<file path="config.mk">
export PLATFORM = sky130hd
export DESIGN_NAME = tlge_row_update
export DESIGN_NICKNAME = d
export VERILOG_FILES = /design/src/rtl/tlge_pkg.sv /design/src/rtl/tlge_row_update.sv
export SDC_FILE = /design/constraint.sdc
export NUM_CORES = 1
export LEC_CHECK = 0
export BUFFER_PORTS_ARGS = -buffer_cell sky130_fd_sc_hd__buf_2
export CAP_MARGIN = 0
export CORE_ASPECT_RATIO = 0.7
export CORE_MARGIN = 4
export CORE_UTILIZATION = 30
export DETAILED_ROUTE_END_ITERATION = 10
export MAX_ROUTING_LAYER = met4
export SYNTH_ARGS = -nofsm -noshare
export SYNTH_HDL_FRONTEND = slang
export SYNTH_SLANG_ARGS = --single-unit
</file>
<file path="constraint.sdc">
create_clock -name vclk -period 5.9
set_input_delay 0.59 -clock vclk [all_inputs]
set_output_delay 0.59 -clock vclk [all_outputs]
set_load 0.03 [all_outputs]
</file>
<file path="src/rtl/tlge_pkg.sv">
// ----------------------------------------------------------------------------
// Toroidal life engine package
// Shared widths, operation codes and rule constants for the life engine.
// ----------------------------------------------------------------------------
package tlge_pkg;

  // Field widths of the stream payloads and the side register.
  localparam int OP_W    = 2;
  localparam int COORD_W = 6;
  localparam int SIDE_W  = 7;
  localparam int GEN_W   = 32;
  localparam int CNT_W   = 4;

  localparam int MAX_SIDE_DEF = 64;

  localparam logic [SIDE_W-1:0] SIDE_RESET = 7'd64;

  // Operation codes carried in the input beat.
  localparam logic [OP_W-1:0] OP_WRITE = 2'd0;
  localparam logic [OP_W-1:0] OP_READ  = 2'd1;
  localparam logic [OP_W-1:0] OP_STEP  = 2'd2;

  // B3/S23: birth on three neighbors, survival on two or three.
  localparam logic [CNT_W-1:0] NB_BIRTH = 4'd3;
  localparam logic [CNT_W-1:0] NB_KEEP  = 4'd2;

endpackage

</file>
<file path="src/rtl/tlge_row_update.sv">
// ----------------------------------------------------------------------------
// Life row update
// Applies the B3/S23 rule to every cell of one row, given the rows above
// and below, with the columns wrapping at the current side.
// ----------------------------------------------------------------------------
module tlge_row_update #(
  parameter int MAX_SIDE = tlge_pkg::MAX_SIDE_DEF
) (
  input  logic [MAX_SIDE-1:0]         row_up,
  input  logic [MAX_SIDE-1:0]         row_mid,
  input  logic [MAX_SIDE-1:0]         row_dn,
  input  logic [$clog2(MAX_SIDE)-1:0] last_col,
  output logic [MAX_SIDE-1:0]         row_new
);

  localparam int AW = $clog2(MAX_SIDE);

  // Cells at the wrap point are the left neighbors of column 0, picked once here.
  logic up_last, mid_last, dn_last;

  assign up_last  = row_up[last_col];
  assign mid_last = row_mid[last_col];
  assign dn_last  = row_dn[last_col];

  for (genvar c = 0; c < MAX_SIDE; c++) begin : g_col
    localparam logic [AW-1:0] COL = AW'(c);
    logic                      up_l, up_r, mid_l, mid_r, dn_l, dn_r;
    logic [tlge_pkg::CNT_W-1:0] cnt;

    if (c == 0) begin : g_left_wrap
      assign up_l  = up_last;
      assign mid_l = mid_last;
      assign dn_l  = dn_last;
    end else begin : g_left
      assign up_l  = row_up[c-1];
      assign mid_l = row_mid[c-1];
      assign dn_l  = row_dn[c-1];
    end

    if (c == MAX_SIDE - 1) begin : g_right_wrap
      assign up_r  = row_up[0];
      assign mid_r = row_mid[0];
      assign dn_r  = row_dn[0];
    end else begin : g_right
      logic at_last;
      assign at_last = (COL == last_col);
      assign up_r  = at_last ? row_up[0]  : row_up[c+1];
      assign mid_r = at_last ? row_mid[0] : row_mid[c+1];
      assign dn_r  = at_last ? row_dn[0]  : row_dn[c+1];
    end

    assign cnt = tlge_pkg::CNT_W'(up_l) + tlge_pkg::CNT_W'(row_up[c]) +
                 tlge_pkg::CNT_W'(up_r) + tlge_pkg::CNT_W'(mid_l) +
                 tlge_pkg::CNT_W'(mid_r) + tlge_pkg::CNT_W'(dn_l) +
                 tlge_pkg::CNT_W'(row_dn[c]) + tlge_pkg::CNT_W'(dn_r);

    // Columns beyond the current side keep their old value.
    assign row_new[c] = (COL > last_col) ? row_mid[c] :
                        ((cnt == tlge_pkg::NB_BIRTH) ||
                         (row_mid[c] && (cnt == tlge_pkg::NB_KEEP)));
  end

endmodule

</file>
==> qor.csv <==
stage,metric,value,unit
outcome,result of the run,completed,
yosys,nets in the synthesized netlist,2461,
floorplan,Die X,281,um
drt,Routed Wire Length,60500,um
setup_path,most frequent CP cell,sky130_fd_sc_hd__fa_1,
yosys,synthesized area,15700,um^2
sta,transition time at the pin with the least slew margin,0.849,ns
setup_path,number of buffer and inverter instances along the worst setup path,4,
setup_path,slowest cell delay on critical path,0.55,ns
sta,fraction of the cycle the final worst path needs,0.973,
drt,number of iterations in the first detailed-routing pass,5,
sta,maximum achievable frequency,0.174,GHz
sta,final number of max-transition violations,0,
floorplan,starting density of the core,0.306,
yosys,Post-Synthesis Cells,1815,
sta,final-report hold violation count,0,
drt,number of nets with antenna violations after routing,0,
final_layout,Sequential Area,0,um^2
final_layout,count of sequential standard cells,0,
yosys,count of unique library cells instantiated by Yosys,51,
final_layout,net total in the final layout,2718,
hold_path,worst min path class,input port to output port,
global_routing,wire length of the first global-routing pass,91700,um
yosys,"Warnings, synthesis",0,
yosys,sequential cell area fraction in the yosys report,0,
final_layout,area grow syn2layout,14.8,%
sta,setup repair after global routing missed its margin,no,
hold_path,start point of the worst min-delay path,row_mid[34],
yosys,post-synthesis area per instance,8.65,um^2
floorplan,ports placed on the boundary,262,
place,post-DP HPWL,51600,um
hold_path,worst hold path cell count,4,
power_and_ir_drop,power density normalized to cell area,163,nW/um^2
clock_tree,Post-CTS Setup Bufs,0,
global_routing,initial antenna violation count,11,
drt,routed vias/inst,5.37,
floorplan,total core area,51200,um^2
floorplan,Die Height,199,um
final_layout,final-layout clock buffer total,0,
sta,time the final worst path needs with I/O delays and setup,5.74,ns
setup_path,cell with the largest stage delay on the worst path,sky130_fd_sc_hd__fa_1,
setup_path,type of origin of the critical path,input port,
run,Max-Cap Viols,0,
setup_path,data arrival at the endpoint of the critical path,5.15,ns
place,total instance count after detailed placement,2744,
setup_path,classification of the worst setup path,input port to output port,
drt,Remaining DRCs,0,
setup_path,capturing element type of the critical path,output port,
drt,via count,14772,
place,final weighted congestion of routability-driven global placement,0.963,
final_layout,fraction of final layout cells with drive strength greater than 1,0.192,
sta,worst hold slack after final layout,1.64,ns
yosys,largest cells by area after synthesis,"sky130_fd_sc_hd__fa_1 (33%), sky130_fd_sc_hd__ha_1 (15%), sky130_fd_sc_hd__inv_1 (10%), sky130_fd_sc_hd__mux2i_1 (7.6%), sky130_fd_sc_hd__mux4_2 (6.0%)",
setup_path,cells along the critical path,buf_6 -> buf_12 -> mux4_2 -> a22oi_1 -> a21oi_1 -> nor4_2 -> fa_1 -> fa_1 -> fa_1 -> inv_1 -> ha_1 -> fa_1 -> o21ai_0 -> o211a_1 -> buf_2,
global_routing,Overall Global Routing Usage,0.218,
hold_path,terminating pin of the worst hold path,row_new[34],
final_layout,most frequent cells in the layout,"sky130_fd_sc_hd__inv_1 (420), sky130_fd_sc_hd__buf_2 (260), sky130_fd_sc_hd__fa_1 (256)",
global_routing,vias in the first global route,15343,
power_and_ir_drop,reported leakage power,9.20,nW
yosys,top cell type's share of synthesized area,0.327,
setup_path,CP Max Fanout,14,
setup_path,required time worst endpoint,5.31,ns
drt,WL/cell,22.0,um
place,count of buffers from port buffering,262,
final_layout,non-filler cells in the finished layout,2753,
sta,headroom to the max-slew limit,0.432,
floorplan,die area,56100,um^2
yosys,dominant cell type by area after synthesis,sky130_fd_sc_hd__fa_1,
final_layout,"most common cell after layout, fill and taps aside",sky130_fd_sc_hd__inv_1,
global_routing,overflow left after global routing,0,
power_and_ir_drop,worst IR drop on VDD,0.103,mV
sta,setup TNS after final layout,0,ns
sta,setup violation total in the final timing report,0,
drt,DRT iter0 DRCs,1207,
floorplan,number of placement rows,69,
global_routing,largest net degree at the start of global routing,53,
setup_path,family of cells with the greatest summed delay on the critical path,adder cells,
cell families (layout without fill, tap and decap cells):
logic type                 Yosys count  after routing  share of synthesized area
AOI/OAI and AO/OA                  330            330                      0.129
adders and majority gates          448            448                      0.480
buffers and inverters              480            735                      0.121
muxes                              189            189                      0.160
other                                0              9                          0
and+or+nand+nor                    368            368                      0.109
power by group:
part	leakage [nW]	switching, W	internal (W)
registers	0	0	0
clock network	0.0000570	0	0.000000000205
logic	9.20	0.00177	0.00117
total	9.20	0.00177	0.00117
synthesized netlist by cell type, types with 10 or more instances:
cell / instances
sky130_fd_sc_hd__ha_1: 192
sky130_fd_sc_hd__mux2i_1: 119
sky130_fd_sc_hd__o21a_1: 21
sky130_fd_sc_hd__mux2_2: 23
sky130_fd_sc_hd__a22oi_1: 21
sky130_fd_sc_hd__nand3_1: 43
sky130_fd_sc_hd__a21oi_1: 132
sky130_fd_sc_hd__mux4_2: 42
sky130_fd_sc_hd__inv_1: 420
sky130_fd_sc_hd__nor2b_1: 18
sky130_fd_sc_hd__a31oi_1: 26
sky130_fd_sc_hd__nand2_1: 131
sky130_fd_sc_hd__o21ai_0: 51
sky130_fd_sc_hd__clkbuf_1: 31
sky130_fd_sc_hd__a21o_1: 24
sky130_fd_sc_hd__nand2b_1: 35
sky130_fd_sc_hd__buf_2: 17
sky130_fd_sc_hd__a2111oi_0: 32
sky130_fd_sc_hd__nor3_1: 10
sky130_fd_sc_hd__fa_1: 256
sky130_fd_sc_hd__nor2_1: 102
repair_timing:
item | CTS | global route
setup endpoints to repair | 0 | 3
hold buffers | 0 | 0
resized for setup | 0 | 4
layout make-up:
cell class / count / area [um^2]
diodes: 9 / 22.5
well taps: 674 / 843
repair buffers: 314 / 1770
fillers: 5308 / 33200
inverters: 421 / 1580
multi-input cells: 1335 / 13800
worst max-delay path by stage:
stage,start,depth (start not counted),endpoint
floorplan,last_col[1],15,row_new[0]
global placement,last_col[0],15,row_new[0]
detailed placement,last_col[0],15,row_new[0]
CTS,last_col[0],15,row_new[0]
global route,last_col[1],18,row_new[10]
finish,last_col[0],15,row_new[0]
per-stage QoR:
step	util	power (W)	worst slack, ns	cell area, um^2
2_1_floorplan	-	0.00201	0.667	15700
5_1_grt	0.352	0.00337	0.00133	18000
3_3_place_gp	0.351	0.00276	0.138	18000
6_report	0.352	0.00294	0.158	18000
3_5_place_dp	0.351	0.00291	0.0731	18000
4_1_cts	0.351	0.00294	0.0606	18000
per-layer routing:
layer | part of all wire | track usage
met1 | 0.43 | 0.293
met2 | 0.46 | 0.349
met3 | 0.090 | 0.0399
met4 | 0.021 | 0.0425
met5 | 0 | -
(Power assumes the default switching activity.)
