### src/rtl/tlge_ram.sv
// ----------------------------------------------------------------------------
// Generic simple dual-port RAM
// One write port, one read port with a registered read that updates on re.
// ----------------------------------------------------------------------------
module tlge_ram #(
  parameter int WIDTH = 8,
  parameter int DEPTH = 64
) (
  input  logic                     clk,
  input  logic                     we,
  input  logic [$clog2(DEPTH)-1:0] waddr,
  input  logic [WIDTH-1:0]         wdata,
  input  logic                     re,
  input  logic [$clog2(DEPTH)-1:0] raddr,
  output logic [WIDTH-1:0]         rdata
);

  logic [WIDTH-1:0] mem [DEPTH];
  logic [WIDTH-1:0] rdata_r;

  always_ff @(posedge clk) begin
    if (we) begin
      mem[waddr] <= wdata;
    end
    if (re) begin
      rdata_r <= mem[raddr];
    end
  end

  assign rdata = rdata_r;

endmodule

### config.mk
export PLATFORM = sky130hd
export DESIGN_NAME = tlge_ram
export DESIGN_NICKNAME = d
export VERILOG_FILES = /design/src/rtl/tlge_ram.sv
export SDC_FILE = /design/constraint.sdc
export NUM_CORES = 1
export LEC_CHECK = 0
export BUFFER_PORTS_ARGS = -buffer_cell sky130_fd_sc_hd__buf_2
export CORE_UTILIZATION = 65
export DETAILED_ROUTE_END_ITERATION = 8
export HOLD_SLACK_MARGIN = 0.03
export PLACE_DENSITY_LB_ADDON = 0.2
export SETUP_SLACK_MARGIN = 0.05
export SYNTH_ARGS = -nofsm -noshare
export SYNTH_HDL_FRONTEND = slang
export SYNTH_SLANG_ARGS = --single-unit
### constraint.sdc
create_clock -name clk -period 5.77 [get_ports clk]
set_input_delay 0.577 -clock clk [delete_from_list [all_inputs] [get_ports clk]]
set_output_delay 0.577 -clock clk [all_outputs]
set_load 0.03 [all_outputs]
==> impl_metrics.env, run 1 <==
export IMPL_clk_latency_ns=0.55
export IMPL_fin_worst_skew_ns=0.0184
export IMPL_cts_tree="built"
export IMPL_placed_area_um2=20700
export IMPL_grt_usage_pct=27.8
export IMPL_finalMaxSlewViolations=0
export IMPL_synth_area_top_cells="edfxtp_1 77%, mux4_2 14%, nor2_1 1.5%"
export IMPL_synthFlopType="edfxtp_1"
export IMPL_p_per_area_nw_per_um2=342
export IMPL_gp_congestion=0.847
export IMPL_yosysTopAreaCell="edfxtp_1"
export IMPL_fill_cells=1746
export IMPL_multi_input_area_um2=4320
export IMPL_antennaDiodeCount=0
export IMPL_ys_types=39
export IMPL_outcome="complete, no violations"
export IMPL_h_tree_depth=2
export IMPL_synth_most_common_cell="edfxtp_1"
export IMPL_ctsHoldBuffers=0
export IMPL_stdcell_area_um2=22200
export IMPL_root_buffer="clkbuf_16"
export IMPL_tightest_slew_ns=1.27
export IMPL_viasPerCell=6.85
export IMPL_die_y_um=178
export IMPL_finalHoldViolations=0
export IMPL_synthArstFlopShare_pct=0
export IMPL_synth_area_per_cell_um2=21.5
export IMPL_hold_class="input pin to flip-flop"
export IMPL_maxCapViolCount=0
export IMPL_drtAntennaViolNets=0
export IMPL_dieArea_um2=31900
export IMPL_routed_wl_um=42200
export IMPL_synth_seq_area_share_pct=77.1
export IMPL_die_w_um=178
export IMPL_synth_seq_cells=520
export IMPL_coreArea_um2=30600
export IMPL_clk_pin_slew_ns=0.06
export IMPL_syn_area_um2=20200
export IMPL_worstSetupPathType="input pin to flip-flop"
export IMPL_worst_slack_ns=2.84
export IMPL_syn_to_final_growth_pct=9.47
export IMPL_synthCells=940
export IMPL_drt_initial_drc_count=1235
export IMPL_ioPinCount=31
export IMPL_start_util_pct=66.2
export IMPL_dp_final_hpwl_um=24300
export IMPL_overflow=0
export IMPL_regArea_um2=15600
export IMPL_grt_pass1_wl_um=62100
export IMPL_fp_row_count=64
export IMPL_synth_top_area_share_pct=77.1
export IMPL_antenna_found_initial=4
export IMPL_port_buffers=30
export IMPL_grt_pass1_vias=9674
export IMPL_critPathLaunchType="input pin"
export IMPL_wire_per_inst_um=29.8
export IMPL_synth_edf_count=520
export IMPL_max_freq_mhz=341
export IMPL_ys_warn_count=0
export IMPL_drc_errors=0
export IMPL_period_share_pct=50.8
export IMPL_nNetsFinal=1006
export IMPL_finalSetupTns_ns=0
export IMPL_cts_buffer_depth=3
export IMPL_synth_fp_nets=963
export IMPL_cp_required_ns=6.06
export IMPL_cts_resized=0
export IMPL_grt_max_degree=73
export IMPL_ys_top_cells_by_count="520 x edfxtp_1, 126 x mux4_2, 83 x nor2_1"
export IMPL_post_cts_setup_buffer_count=0
export IMPL_cp_max_fo=65
export IMPL_leakage_nw=6.87
export IMPL_timing_final_crit_period_ns=2.93
export IMPL_setup_viol=0
export IMPL_vias=9685
export IMPL_vdd_drop_max_v=0.000294
export IMPL_rsz0062_at_grt="no"
export IMPL_cts_buffers=50
export IMPL_slew_headroom_pct=15.3
export IMPL_drive_above_1_share_pct=23.8
export IMPL_clkSinkCount=520
export IMPL_crit_arrival_ns=3.23
export IMPL_dr_pass1_iters=8
export IMPL_end_kind="flip-flop"
export IMPL_pre_cts_slack_ns=2.23
final timing paths:
path	start	to	slack [ns]	cells past startpoint
hold / removal	re	rdata[4]$_DFFE_PP_	0.44	1
setup reg to reg	mem[47][1]$_DFFE_PP_	rdata[1]$_DFFE_PP_	3.51	4
setup / recovery	raddr[1]	rdata[4]$_DFFE_PP_	2.84	6
hold reg to reg	mem[30][4]$_DFFE_PP_	rdata[4]$_DFFE_PP_	0.91	3
critical path: stages:
cell and delay [ns]:
buf_4 0.73, buf_4 0.61, mux4_2 0.41, mux4_2 0.47, nor2_1 0.22, o32ai_1 0.13
cells by family after synthesis:
family	share of synthesized area, %
AND/OR/NAND/NOR	3.37
AO/OA/AOI/OAI	2.06
flip-flops	77.1
multiplexers	15.9
buffers and inverters	1.56
routing by layer:
metal  up-vias  part of all wire, %  GRT usage (%)
met2       527                   48           43.4
met5         -                0.090              0
met1      5027                   39           40.5
li1       4022                    -              -
met3       103                  9.9           6.05
met4         6                  2.8           7.87
through the flow:
stage	utilization, %	total power, mW	cells	hold slack (ns)
floorplan	-	4.51	940	0.676
global route	72.5	7.75	1413	0.415
global placement	67.6	4.65	1327	0.873
detailed placement	67.6	4.66	1327	0.894
finish	72.5	7.57	1413	0.437
CTS	72.5	7.60	1413	0.409
placed cells by master (no fill, tap or decap), types with 7 or more instances in the layout:
| cell type | instances |
|---|---|
| buf_2 | 27 |
| buf_4 | 13 |
| clkbuf_1 | 12 |
| clkbuf_16 | 51 |
| clkinv_1 | 15 |
| edfxtp_1 | 520 |
| mux2_2 | 13 |
| mux2i_1 | 23 |
| mux4_2 | 126 |
| nand2_1 | 19 |
| nand2b_1 | 7 |
| nand3_1 | 13 |
| nor2_1 | 83 |
| nor2b_1 | 14 |
| nor3_1 | 7 |
| o221ai_1 | 8 |
| o22ai_1 | 8 |
registers in the layout, summed over array words and instances (netlist names):
register	count
rdata	8
mem	512
cell type report:
class	count	area share [%]
flip-flops and latches	520	70.5
clock inverters	23	0.677
multi-input cells	369	19.5
repair buffers	42	1.20
well taps	396	2.24
clock buffers	63	5.96
power by group:
group,switching [mW],total [mW],leakage [nW],internal [mW]
clock,1.30,2.99,0.719,1.69
combinational,0.239,0.376,1.46,0.137
sequential,0.0129,4.20,4.69,4.19
(Power assumes the default switching activity.)
==> run 2, diff against run 1 <==
--- a/config.mk
+++ b/config.mk
@@ -5,8 +5,9 @@
 export SDC_FILE = /design/constraint.sdc
 export NUM_CORES = 1
 export LEC_CHECK = 0
+export ABC_AREA = 1
 export BUFFER_PORTS_ARGS = -buffer_cell sky130_fd_sc_hd__buf_2
-export CORE_UTILIZATION = 65
+export CORE_UTILIZATION = 63
 export DETAILED_ROUTE_END_ITERATION = 8
 export HOLD_SLACK_MARGIN = 0.03
 export PLACE_DENSITY_LB_ADDON = 0.2
==> constraint.sdc (replaced) <==
create_clock -name clk -period 2.9 [get_ports clk]
set_input_delay 0.29 -clock clk [delete_from_list [all_inputs] [get_ports clk]]
set_output_delay 0.29 -clock clk [all_outputs]
set_load 0.03 [all_outputs]
==> impl_metrics.env, run 2 <==
export IMPL_outcome="complete, no violations"
export IMPL_finalHoldViolations=0
export IMPL_syn_area_um2=21400
export IMPL_die_w_um=186
export IMPL_die_y_um=186
export IMPL_grt_usage_pct=30.8
export IMPL_worstSetupStartpoint="waddr[0]"
export IMPL_fin_worst_skew_ns=0.0119
export IMPL_fp_row_count=67
export IMPL_synth_top_area_share_pct=72.9
export IMPL_largest_register="mem"
export IMPL_synth_area_top_cells="edfxtp_1 73%, nand2_1 11%, nand3_1 10%"
export IMPL_pre_cts_slack_ns=0.314
export IMPL_h_tree_depth=2
export IMPL_setup_viol=0
export IMPL_cts_buffers=51
export IMPL_crit_reg2reg_capture="rdata[4]$_DFFE_PP_"
export IMPL_cp_cell_sequence="buf_2 -> inv_1 -> nand4_1 -> nor2_1"
export IMPL_synthCells=1805
export IMPL_ys_top_cells_by_count="648 x nand2_1, 520 x edfxtp_1, 439 x nand3_1"
export IMPL_drtAntennaViolNets=0
export IMPL_synth_fp_nets=1828
export IMPL_vdd_drop_max_v=0.000567
export IMPL_antenna_found_initial=5
export IMPL_r2r_cells=8
export IMPL_cp_max_fo=9
export IMPL_routed_wl_um=52500
export IMPL_synth_most_common_cell="nand2_1"
export IMPL_root_buffer="clkbuf_16"
export IMPL_synthArstFlopShare_pct=0
export IMPL_clk_pin_slew_ns=0.06
export IMPL_tightest_slew_ns=0.877
export IMPL_regArea_um2=15600
export IMPL_rrSetupSlack_ns=1.28
export IMPL_coreArea_um2=33500
export IMPL_slowest_stage="nor2_1"
export IMPL_dr_pass1_iters=6
export IMPL_port_buffers=30
export IMPL_hold_class="input pin to flip-flop"
export IMPL_finalSetupTns_ns=0
export IMPL_largest_reg_flops=512
export IMPL_wire_per_inst_um=22.4
export IMPL_overflow=0
export IMPL_timing_final_crit_period_ns=2.07
export IMPL_timing_rr_start="mem[58][4]$_DFFE_PP_"
export IMPL_rsz0062_at_grt="no"
export IMPL_critPathLaunchType="input pin"
export IMPL_place_inst=2245
export IMPL_synth_edf_count=520
export IMPL_cp_endpoint="mem[26][7]$_DFFE_PP_"
export IMPL_synth_seq_area_share_pct=72.9
export IMPL_leakage_nw=8.55
export IMPL_end_kind="flip-flop"
export IMPL_period_share_pct=71.3
export IMPL_drc_errors=0
export IMPL_ioPinCount=31
export IMPL_yosysTopAreaCell="edfxtp_1"
export IMPL_clk_latency_ns=0.56
export IMPL_synth_seq_cells=520
export IMPL_gp_congestion=0.884
export IMPL_cpPeakStageDelay_ns=0.88
export IMPL_finalMaxSlewViolations=0
export IMPL_slew_headroom_pct=41.3
export IMPL_layout_commonest_cell="nand2_1"
export IMPL_maxCapViolCount=0
export IMPL_worst_slack_ns=0.832
export IMPL_post_cts_setup_buffer_count=0
export IMPL_clkSinkCount=520
export IMPL_fill_cells=2367
export IMPL_grt_pass1_wl_um=80600
export IMPL_ys_warn_count=0
export IMPL_multi_input_area_um2=4950
export IMPL_grt_max_degree=116
export IMPL_postLayoutCoreUtil_pct=70.2
export IMPL_syn_to_final_growth_pct=9.91
export IMPL_holdWs_ns=0.107
export IMPL_viasPerCell=6.04
export IMPL_cts_buffer_depth=3
export IMPL_p_per_area_nw_per_um2=650
export IMPL_worstSetupPathType="input pin to flip-flop"
export IMPL_vias=14200
export IMPL_dp_final_hpwl_um=30700
export IMPL_dieArea_um2=34700
export IMPL_stdcell_count=2342
export IMPL_ys_types=15
export IMPL_ctsHoldBuffers=1
export IMPL_synthFlopType="edfxtp_1"
export IMPL_cts_tree="built"
export IMPL_max_freq_mhz=484
export IMPL_cp_required_ns=3.09
export IMPL_layout_common_cells="648 x nand2_1, 520 x edfxtp_1, 439 x nand3_1"
export IMPL_start_util_pct=63.9
export IMPL_worstHoldStart="re"
export IMPL_drive_above_1_share_pct=9.04
export IMPL_nNetsFinal=1874
export IMPL_cts_resized=0
export IMPL_synth_area_per_cell_um2=11.9
export IMPL_drt_initial_drc_count=1648
export IMPL_crit_arrival_ns=2.26
export IMPL_grt_pass1_vias=13900
run 2: where the power goes:
part           switching (mW)  internal (mW)  total (mW)  leakage, nW
Clock                    2.63           3.32        5.95        0.730
Sequential             0.0179           8.34        8.35         4.69
Combinational           0.756          0.250        1.01         3.13
run 2: final cells by class:
type	count	area share [%]
Inverter	12	0.223
Timing Repair Buffer	106	3.69
Tap cell	448	2.38
Antenna cell	3	0.0319
Multi-Input combinational cell	1160	21.0
Clock buffer	67	5.86
Clock inverter	26	0.478
Sequential cell	520	66.3
run 2: how the worst min path moves through the flow:
stage	to	slack (ns)	cells after the start
3_5_place_dp	mem[49][4]$_DFFE_PP_	0.55	1
2_1_floorplan	mem[0][0]$_DFFE_PP_	0.39	0
3_3_place_gp	mem[49][4]$_DFFE_PP_	0.54	1
4_1_cts	rdata[1]$_DFFE_PP_	0.09	1
6_report	rdata[3]$_DFFE_PP_	0.11	1
5_1_grt	rdata[1]$_DFFE_PP_	0.1	1
run 2: cell families after synthesis:
kind of cell	Yosys count	share of synthesized area [%]
flops	520	72.9
simple gates	1160	23.1
buf+inv	125	4.01
run 2: metrics by stage:
step                      power [mW]  cell area, um^2
final                           15.3            23500
after floorplan                 9.11            21400
after detailed placement        9.50            22000
after global routing            15.7            23500
after CTS                       15.4            23500
after global placement          9.48            22000
run 2: critical path: cells and delay by family:
kind	cells	cell delay [ns]
buf+inv	2	0.35
simple gates	2	1.61
run 2: routing by layer:
layer	share of wire (%)	track usage, %
met3	9.9	4.98
met4	3.0	11.6
met5	0.057	0
met2	48	49.2
met1	39	43.1
==> run 3, diff against run 2 <==
==> constraint.sdc (replaced) <==
create_clock -name clk -period 2.15 [get_ports clk]
set_input_delay 0.215 -clock clk [delete_from_list [all_inputs] [get_ports clk]]
set_output_delay 0.215 -clock clk [all_outputs]
set_load 0.03 [all_outputs]
==> impl_metrics.env, run 3 (same netlist as run 2, synthesis figures left out) <==
export IMPL_finalMaxSlewViolations=0
export IMPL_crit_buf_inv=0
export IMPL_post_cts_setup_buffer_count=0
export IMPL_cp_cell_sequence="nand2_1 -> nand3_1 -> nand3_1 -> nand2_1 -> nand2_1 -> nand3_1 -> nand3_1 -> nand2_1"
export IMPL_p_per_area_nw_per_um2=902
export IMPL_ctsHoldBuffers=1
export IMPL_path_depth=8
export IMPL_port_buffers=30
export IMPL_coreArea_um2=33500
export IMPL_pre_cts_slack_ns=0.111
export IMPL_overflow=0
export IMPL_drtAntennaViolNets=0
export IMPL_grt_max_degree=109
export IMPL_vdd_drop_max_v=0.000950
export IMPL_antenna_found_initial=4
export IMPL_grt_pass1_vias=13500
export IMPL_stdcell_area_um2=24000
export IMPL_cts_resized=0
export IMPL_largest_reg_flops=512
export IMPL_ioPinCount=31
export IMPL_r2r_cells=8
export IMPL_h_tree_depth=2
export IMPL_crit_arrival_ns=1.87
export IMPL_rrSetupSlack_ns=0.61
export IMPL_wire_per_inst_um=21.5
export IMPL_max_freq_mhz=649
export IMPL_drt_initial_drc_count=1558
export IMPL_cts_buffer_depth=3
export IMPL_maxCapViolCount=0
export IMPL_slew_headroom_pct=29.2
export IMPL_worst_slack_ns=0.609
export IMPL_die_w_um=186
export IMPL_routed_wl_um=50900
export IMPL_finalHoldViolations=0
export IMPL_layout_common_cells="648 x nand2_1, 520 x edfxtp_1, 439 x nand3_1"
export IMPL_timing_rr_start="mem[51][2]$_DFFE_PP_"
export IMPL_setup_viol=0
export IMPL_worstSetupPathType="flip-flop to flip-flop"
export IMPL_crit_reg2reg_capture="rdata[2]$_DFFE_PP_"
export IMPL_hold_class="input pin to flip-flop"
export IMPL_grt_pass1_wl_um=78300
export IMPL_clk_pin_slew_ns=0.06
export IMPL_crit_family="simple AND/OR/NAND/NOR gates"
export IMPL_nNetsFinal=1908
export IMPL_holdWs_ns=0.114
export IMPL_gp_congestion=0.881
export IMPL_critPathLaunchType="flip-flop"
export IMPL_dp_final_hpwl_um=30100
export IMPL_cp_max_fo=1
export IMPL_period_share_pct=71.7
export IMPL_start_util_pct=63.9
export IMPL_leakage_nw=8.83
export IMPL_fin_worst_skew_ns=0.0183
export IMPL_rsz0062_at_grt="no"
export IMPL_drc_errors=0
export IMPL_dieArea_um2=34700
export IMPL_clk_latency_ns=0.58
export IMPL_tightest_slew_ns=1.06
export IMPL_grt_usage_pct=29.9
export IMPL_end_kind="flip-flop"
export IMPL_vias=14000
export IMPL_cpPeakStageDelay_ns=0.35
export IMPL_syn_to_final_growth_pct=12.1
export IMPL_hold_depth=3
export IMPL_placed_area_um2=22300
export IMPL_outcome="complete, no violations"
export IMPL_worstHoldStart="raddr[5]"
export IMPL_drive_above_1_share_pct=11.2
export IMPL_viasPerCell=5.89
export IMPL_largest_register="mem"
export IMPL_dr_pass1_iters=6
export IMPL_cp_endpoint="rdata[2]$_DFFE_PP_"
export IMPL_cts_buffers=50
export IMPL_p_total_mw=21.7
export IMPL_root_buffer="clkbuf_16"
export IMPL_finalSetupTns_ns=0
export IMPL_slowest_stage="edfxtp_1"
export IMPL_cts_tree="built"
export IMPL_worstSetupStartpoint="mem[51][2]$_DFFE_PP_"
export IMPL_clkSinkCount=520
export IMPL_layout_commonest_cell="nand2_1"
export IMPL_timing_final_crit_period_ns=1.54
export IMPL_die_y_um=186
export IMPL_fp_row_count=67
export IMPL_cp_required_ns=2.48
-- run 3: changes by cell type in the layout (fill, tap and decap cells not counted) --
cell | previous run | this run
buf_4 | 65 | 98
bufinv_16 | 0 | 9
clkinv_1 | 16 | 7
clkbuf_1 | 14 | 9
buf_12 | 11 | 13
clkbuf_16 | 53 | 51
clkinvlp_4 | 1 | 3
diode_2 | 3 | 2
inv_6 | 1 | 2
-- run 3: final cells by class --
| cell class | instances | area (um^2) |
|---|---|---|
| diodes | 2 | 5.00 |
| clock buffers | 60 | 1310 |
| clock inverters | 29 | 373 |
| fillers | 2290 | 9510 |
| inverters | 12 | 52.6 |
| multi-input cells | 1160 | 4950 |
| flip-flops and latches | 520 | 15600 |
| well taps | 448 | 561 |
| repair buffers | 141 | 1160 |
-- run 3: layer usage --
metal	wire length (um)	part of all wire [%]	track usage [%]	up-vias
met3	4850	9.5	5.64	119
met4	1690	3.3	10.7	4
li1	-	-	-	6505
met1	20200	40	41.9	6644
met5	23	0.045	0	-
met2	24200	48	47.3	695
-- run 3: power by group --
part	switching, mW	internal [mW]	leakage [nW]	total, mW
sequential	0.0221	11.2	4.69	11.3
combinational	1.00	0.356	3.32	1.36
clock	3.62	5.41	0.817	9.03
total	4.65	17.0	8.83	21.7
-- run 3: worst min path at each step --
| stage | endpoint | slack (ns) |
|---|---|---|
| floorplan | mem[0][0]$_DFFE_PP_ | 0.31 |
| global placement | rdata[3]$_DFFE_PP_ | 0.58 |
| detailed placement | rdata[5]$_DFFE_PP_ | 0.58 |
| CTS | rdata[3]$_DFFE_PP_ | 0.08 |
| global route | rdata[0]$_DFFE_PP_ | 0.14 |
| finish | rdata[4]$_DFFE_PP_ | 0.11 |
-- run 3: per-stage QoR --
stage / std cells / util [%]
global route: 2372 / 71.6
global placement: 2280 / 66.6
floorplan: 1805 / -
detailed placement: 2280 / 66.6
finish: 2372 / 71.6
CTS: 2370 / 71.6
-- run 3: worst register-to-register path: cells and delay by family, from the launching register on --
family        cells  cell delay [ns]
simple gates      8             0.96
flops             1             0.35
